### src/hdl/bf3h_pkg.sv
`timescale 1ns / 1ps
// ----------------------------------------------------------------------------
// bf3h_pkg
// shared constants, types and hash step functions of the three-hash filter
// ----------------------------------------------------------------------------
package bf3h_pkg;

  localparam int MAX_FILTER_BITS = 65536;
  localparam int HASH_W          = 32;
  localparam int BYTE_W          = 8;
  localparam int SIZE_W          = 17;                       // register and count width
  localparam int POS_W           = $clog2(MAX_FILTER_BITS);  // bit position width
  localparam int DIV_W           = POS_W + 1;                // effective size width
  localparam int WORD_W          = 32;                       // bits per store row
  localparam int ROWS            = MAX_FILTER_BITS / WORD_W;
  localparam int ROW_W           = $clog2(ROWS);
  localparam int BIT_W           = $clog2(WORD_W);
  localparam int STEP_W          = $clog2(HASH_W);
  localparam int NUM_HASH        = 3;
  localparam int IDX_W           = $clog2(NUM_HASH);

  localparam logic [HASH_W-1:0] SEED_FNV       = 32'd2166136261;
  localparam logic [HASH_W-1:0] PRIME_FNV      = 32'd16777619;
  localparam logic [HASH_W-1:0] SEED_SHIFT_XOR = 32'h5bd1e995;
  localparam logic [HASH_W-1:0] SEED_TIMES31   = 32'h811c9dc5;

  localparam logic [SIZE_W-1:0] SIZE_RESET     = SIZE_W'(MAX_FILTER_BITS);
  localparam logic [IDX_W-1:0]  LAST_IDX       = IDX_W'(NUM_HASH - 1);

  localparam logic OP_QUERY = 1'b0;
  localparam logic OP_ADD   = 1'b1;

  // status from the remainder unit
  typedef struct packed {
    logic             done;
    logic [POS_W-1:0] rem;
  } mod_result_t;

  function automatic logic [HASH_W-1:0] sext_byte(input logic [BYTE_W-1:0] b);
    return {{(HASH_W-BYTE_W){b[BYTE_W-1]}}, b};
  endfunction

  function automatic logic [HASH_W-1:0] fnv_step(input logic [HASH_W-1:0] h,
                                                 input logic [BYTE_W-1:0] b);
    logic [HASH_W-1:0] t;
    t = h ^ {{(HASH_W-BYTE_W){1'b0}}, b};
    return t * PRIME_FNV;
  endfunction

  function automatic logic [HASH_W-1:0] shift_xor_step(input logic [HASH_W-1:0] h,
                                                       input logic [BYTE_W-1:0] b);
    return ((h << 5) + h) ^ sext_byte(b);
  endfunction

  function automatic logic [HASH_W-1:0] times31_step(input logic [HASH_W-1:0] h,
                                                     input logic [BYTE_W-1:0] b);
    return (h << 5) - h + sext_byte(b);
  endfunction

  // zero and oversize both mean the full store
  function automatic logic [DIV_W-1:0] eff_size(input logic [SIZE_W-1:0] cfg);
    if (cfg == '0 || 32'(cfg) > 32'(MAX_FILTER_BITS)) begin
      return DIV_W'(MAX_FILTER_BITS);
    end
    return DIV_W'(cfg);
  endfunction

endpackage

### src/hdl/bf3h_mod.sv
`timescale 1ns / 1ps
// ----------------------------------------------------------------------------
// bf3h_mod
// restoring remainder unit, one dividend bit per cycle
// ----------------------------------------------------------------------------
module bf3h_mod
  import bf3h_pkg::*;
(
  input  logic              clk,
  input  logic              rst,
  input  logic              start,
  input  logic [HASH_W-1:0] dividend,
  input  logic [DIV_W-1:0]  divisor,
  output mod_result_t       result
);

  logic              busy;
  logic              done;
  logic [STEP_W-1:0] step;
  logic [HASH_W-1:0] dvd;
  logic [DIV_W-1:0]  dsr;
  logic [POS_W-1:0]  rem;
  logic [DIV_W-1:0]  trial;

  // shift in the next dividend bit
  assign trial = {rem, dvd[HASH_W-1]};

  always_ff @(posedge clk) begin
    if (rst) begin
      busy <= 1'b0;
      done <= 1'b0;
      step <= '0;
    end else begin
      done <= 1'b0;
      if (start) begin
        busy <= 1'b1;
        step <= '0;
      end else if (busy) begin
        step <= step + 1'b1;
        if (step == STEP_W'(HASH_W - 1)) begin
          busy <= 1'b0;
          done <= 1'b1;
        end
      end
    end
  end

  always_ff @(posedge clk) begin
    if (start) begin
      dvd <= dividend;
      dsr <= divisor;
      rem <= '0;
    end else if (busy) begin
      dvd <= dvd << 1;
      if (trial >= dsr) begin
        rem <= POS_W'(trial - dsr);
      end else begin
        rem <= POS_W'(trial);
      end
    end
  end

  assign result.done = done;
  assign result.rem  = rem;

endmodule

### config.mk
export PLATFORM = sky130hd
export DESIGN_NAME = bf3h_mod
export DESIGN_NICKNAME = d
export VERILOG_FILES = /design/src/hdl/bf3h_pkg.sv /design/src/hdl/bf3h_mod.sv
export SDC_FILE = /design/constraint.sdc
export NUM_CORES = 1
export LEC_CHECK = 0
export BUFFER_PORTS_ARGS = -buffer_cell sky130_fd_sc_hd__buf_2
export CAP_MARGIN = 20
export CORE_UTILIZATION = 49
export DETAILED_ROUTE_END_ITERATION = 16
export GPL_ROUTABILITY_DRIVEN = 0
export GPL_TIMING_DRIVEN = 0
export PLACE_DENSITY = 0.72
export SYNTH_ARGS = -nofsm -noshare
export SYNTH_HDL_FRONTEND = slang
export SYNTH_SLANG_ARGS = --single-unit
### constraint.sdc
create_clock -name clk -period 2.65 [get_ports clk]
set_input_delay 0.53 -clock clk [delete_from_list [all_inputs] [get_ports clk]]
set_output_delay 0.53 -clock clk [all_outputs]
set_load 0.01 [all_outputs]
# After elaboration in Yosys (flattened, before gate mapping)
# Cells that the tools add are included.
dict set report totals {
  n_memories 0
  rom_bits 0
  latch_bits 0
  ram_bits 0
  regBits 72
}
dict set report classes {
  n_eq_ne 1
  n_shift 0
  n_reduce_logical 3
  n_div 0
  n_addsub 2
  bitwise 1
  muxes 7
  n_mul 0
  n_lt_le_gt_ge 1
}
# op count
set ops {}
lappend ops {{$mux 32} 2}
lappend ops {{$ge 17x17->1} 1}
lappend ops {{$mux 16} 1}
lappend ops {{$sub 16x16->16} 1}
lappend ops {{$add 5x1->5 const B} 1}
lappend ops {{$eq 5x5->1 const B} 1}
lappend ops {{$mux 1} 4}
lappend ops {{$reduce_or 3->1} 1}
lappend ops {{$reduce_bool 2->1} 1}
lappend ops {{$reduce_or 2->1} 1}
lappend ops {{$not 1->1} 1}

# Longest topological paths before layout
dict set report logic_depth {
  word_depth 4
  ltp_mapped 10
}

# Least setup slack after synthesis
# Ideal clock, no wire load.
dict set report synth_timing {
  kind {reg2reg}
  start {register dvd[31]}
  end {register rem[12]}
  synth_period_minus_slack_ns 2.221
  required_ns 2.559
  slack_ns 0.429
  t_arrival_ns 2.130
  setup_time_ns 0.091
  path_stages_with_launch 11
  cell_sequence {edfxtp_1 inv_1 ha_1 inv_1 fa_1 a21o_1 a221oi_2 o21ai_0 mux2i_1 o21ai_1 a311oi_1}
}
dict set report synth_via {
  elab_chain_len 2
  word_cells_on_any_way 3
}
# element line_no
set synth_lines {}
lappend synth_lines {{start: declaration} bf3h_mod.sv:20} ;# logic [HASH_W-1:0] dvd;
lappend synth_lines {{start signal: assignment} bf3h_mod.sv:50} ;# dvd <= dividend;
lappend synth_lines {{start signal: assignment} bf3h_mod.sv:54} ;# dvd <= dvd << 1;
lappend synth_lines {{$sub 16x16->16 / $ge 17x17->1 (equally long branches)} {bf3h_mod.sv:56, bf3h_mod.sv:55}}
lappend synth_lines {{$mux 16 (*)} bf3h_mod.sv:55} ;# if (trial >= dsr) begin
lappend synth_lines {{end signal: assignment} bf3h_mod.sv:56} ;# rem <= POS_W'(trial - dsr);
lappend synth_lines {{end signal: assignment} bf3h_mod.sv:58} ;# rem <= POS_W'(trial);
lappend synth_lines {{end: declaration} bf3h_mod.sv:22} ;# logic [POS_W-1:0] rem;
# Every way passes the cells marked *; elsewhere a longest branch is shown, timed or not.
# A chain may end at the register's enable or synchronous reset.

# Worst setup path after layout
dict set report layout_timing {
  start {register dsr[8]}
  end {register rem[12]}
}
dict set report layout_via {
  elab_chain_len 2
  word_cells_on_any_way 3
}
# element line_no
set layout_lines {}
lappend layout_lines {{start: declaration} bf3h_mod.sv:21} ;# logic [DIV_W-1:0] dsr;
lappend layout_lines {{start signal: assignment} bf3h_mod.sv:51} ;# dsr <= divisor;
lappend layout_lines {{$sub 16x16->16 / $ge 17x17->1 (equally long branches)} {bf3h_mod.sv:56, bf3h_mod.sv:55}}
lappend layout_lines {{$mux 16 (*)} bf3h_mod.sv:55}
# Marks and branches as above.

==> results by group <==
Status
  – Status: completed

Place
  – I/O Buffers: 68
  – DP Cell Count: 489
  – Hpwl dp: 5390 um
  – Pre-CTS setup slack: 0.0311 ns
  – Placement Cell Area: 0.00420 mm^2

Critical path
  – CP arrival: 2.75 ns
  – CP endpoint kind: flop
  – Worst Path Class, Setup: flop to flop
  – FF-to-FF End: rem[12]
  – R2r startpoint: dsr[8]
  – Crit-path max FO: 10
  – Setup slack, reg-to-reg: 0.16 ns
  – Type of origin of the critical path: flop
  – Reg2Reg Depth: 9
  – Crit path required time: 2.90 ns

STA
  – Tcrit/Tclk final: 0.941
  – Max-slew headroom: 0.566
  – Final Hold Vio Count: 0
  – Fmax achieved: 401 MHz
  – Final setup violation count: 0
  – Clock skew: approximately 0.012 ns
  – Slew Viols, Final: 0
  – RSZ-0062 raised after global routing: false
  – Setup ws final: 0.157 ns
  – Worst-Margin Slew: 0.649 ns
  – Final hold slack: 0.350 ns
  – Fin crit period: about 2.5 ns

Floorplanning
  – Starting Density: 0.508
  – Die X: 88.9 um
  – Row Count: 31
  – Overall die height: 88.9 um
  – Core ar.: 0.00729 mm^2
  – IO Pins: 69
  – DIE AREA: 0.00791 mm^2

GRT
  – Vias in the first global route: 2452
  – Initial antenna violation count: 0
  – First-pass GRT wire length: 11700 um
  – Largest net degree at the start of global routing: 26
  – Total gr overflow: 0
  – GRT Resource Usage Total: 0.201

Detailed routing
  – Vias per inst: roughly 5.3
  – Final wirelength: roughly 7400 um
  – Drt drc: 0
  – Final antenna-violating net count: 0
  – Starting DRT DRC Count: 121
  – WL/cell: 14.5 um
  – 1st-pass router iterations: 4
  – Via Count: 2680

Cells and area
  – Layout cells sized above 1: 0.317
  – Final instance area: 0.00439 mm^2
  – Layout Cells excl Fill: 506
  – Antenna cells: 0
  – Filler Cell Count: 641
  – Area growth from synthesis to layout: 18.4%
  – Layout net count: 474

CTS
  – Clk buf depth: 2
  – Clk sinks: 72
  – Num CTS Buffers: 9
  – Clock Latency Late Sink: about 0.35 ns
  – CTS tree: built
  – CTS H-tree depth: 3
  – Clock transition at path regs: 0.08 ns
  – CTS root buffer: clkbuf_8

Worst hold path
  – HP Class: input pin to flop
  – Worst Hold End: dsr[14]
  – Hold path depth: 1
  – Min-delay src: divisor[14]

Synth
  – Syn Std Cell Area: 0.00370 mm^2
  – Library cells used by synthesis: 51
  – Seq cells post-synth: 72
  – Seq/Total Area, Yosys: 0.522
  – Syn nets: 393
  – Syn Area/Cell: 11.5 um^2
  – Ys async rst share: 0
  – EDFF count, synth: 49
  – Yosys Warn Count: 0
  – Post-synth top flop: edfxtp_1
  – Synthesized instance count: between 300 and 400

Power and ir drop
  – Power Dens Cells: 580 mW/mm^2
  – Leak: 1.85 nW
  – Worst IR Drop VDD: 314 uV

Run
  – Max-Cap Viols: 0
where the power goes:
group | leakage [nW] | internal, mW | switching (mW)
Clock | 0.0842 | 0.345 | 0.437
Sequential | 0.676 | 1.30 | 0.0352
Combinational | 1.09 | 0.201 | 0.224
Total | 1.85 | 1.85 | 0.696
metrics by stage:
| step | total power, mW | util | TNS, ns |
|---|---|---|---|
| floorplan | 1.65 | - | 0 |
| global placement | 1.76 | 0.572 | -11.48 |
| detailed placement | 1.78 | 0.575 | 0 |
| CTS | 2.55 | 0.599 | 0 |
| global route | 2.66 | 0.602 | 0 |
| finish | 2.54 | 0.602 | 0 |
cell families after synthesis:
group / Yosys count / synth area share
flops: 72 / 0.522
simple gates: 80 / 0.104
xor+xnor: 12 / 0.0284
mux: 36 / 0.109
fa+ha+maj: 20 / 0.0696
compound gates: 63 / 0.125
buf+inv: 38 / 0.0416
worst max path at each step:
stage / start / end / slack (ns) / cells after the start
floorplan: dvd[31] / rem[12] / 0.43 / 10
global placement: start / dvd[27] / -0.35 / 4
detailed placement: start / dvd[29] / 0.03 / 5
CTS: dvd[31] / rem[12] / 0.05 / 10
global route: dvd[31] / rem[8] / 0.02 / 11
finish: dsr[8] / rem[12] / 0.16 / 9
synthesized netlist by cell type, types with 2 or more instances:
cell type / n / share of area
a21o_1: 5 / 0.010
a21oi_1: 13 / 0.018
a311oi_1: 7 / 0.017
a32oi_1: 6 / 0.014
and3_1: 3 / 0.0051
buf_1: 3 / 0.0030
buf_4: 3 / 0.0061
clkbuf_1: 7 / 0.0071
dfxtp_1: 23 / 0.12
edfxtp_1: 49 / 0.40
ha_1: 19 / 0.064
inv_1: 25 / 0.025
mux2_2: 31 / 0.094
mux2i_1: 4 / 0.011
nand2_1: 28 / 0.028
nand3_1: 6 / 0.0081
nand3b_1: 2 / 0.0041
nand4_1: 2 / 0.0034
nor2_1: 23 / 0.023
nor2b_1: 3 / 0.0051
nor3_1: 2 / 0.0027
nor3b_1: 2 / 0.0041
o211ai_1: 3 / 0.0061
o21a_1: 4 / 0.0081
o21ai_0: 6 / 0.0081
o21ai_1: 5 / 0.0068
or3_1: 3 / 0.0051
xnor2_1: 6 / 0.014
xor2_1: 6 / 0.014
state kept, by name, indices dropped and copies added (netlist names):
signal,flops
dvd,32
dsr,17
rem,16
step,5
busy,1
done,1
cells in the final DEF, fill, tap and decap left out, types with 4 or more instances in the layout:
master    Yosys  layout
a21o_1        5       5
a32oi_1       6       6
clkbuf_1      7       8
edfxtp_1     49      49
mux2_2       31      31
buf_2         0      68
xnor2_1       6       6
inv_1        25      25
a311oi_1      7       7
o21ai_1       5       6
clkbuf_8      0       9
nand3_1       6       6
dfxtp_1      23      23
nor2_1       23      23
o21a_1        4       4
ha_1         19      19
xor2_1        6       6
o21ai_0       6       5
buf_4         3       4
mux2i_1       4       4
nand2_1      28      28
a21oi_1      13      13
routing by layer:
layer	GRT usage	vias up	wire (um)
li1	-	1339	-
met4	0.0967	0	167
met1	0.277	1261	3420
met3	0.0416	13	363
met5	0	-	0
met2	0.306	67	3410
area by class of cell:
cell class | instances | area (um^2) | area share
clock buffer | 10 | 128 | 0.0291
buffer | 13 | 60.1 | 0.0137
sequential | 72 | 1930 | 0.440
timing repair buffer | 70 | 375 | 0.0856
inverter | 25 | 93.8 | 0.0214
tap | 99 | 124 | 0.0282
multi-input combinational | 211 | 1630 | 0.371
clock inverter | 6 | 45.0 | 0.0103
critical path: stages, from the launching register on:
cell and delay, ns:
edfxtp_1 0.35, inv_1 0.07, ha_1 0.38, nand2_2 0.12, nor4_4 0.33, a221oi_1 0.15
a32oi_2 0.38, buf_4 0.25, o21ai_1 0.09, a311oi_1 0.28
what timing repair did:
action,CTS,global route
gates resized for setup,0,2
hold buffers,0,0
endpoints found under the setup margin,0,4
setup buffers,0,1
hold endpoints to repair,0,0
Power figures use the tool's default switching activity.
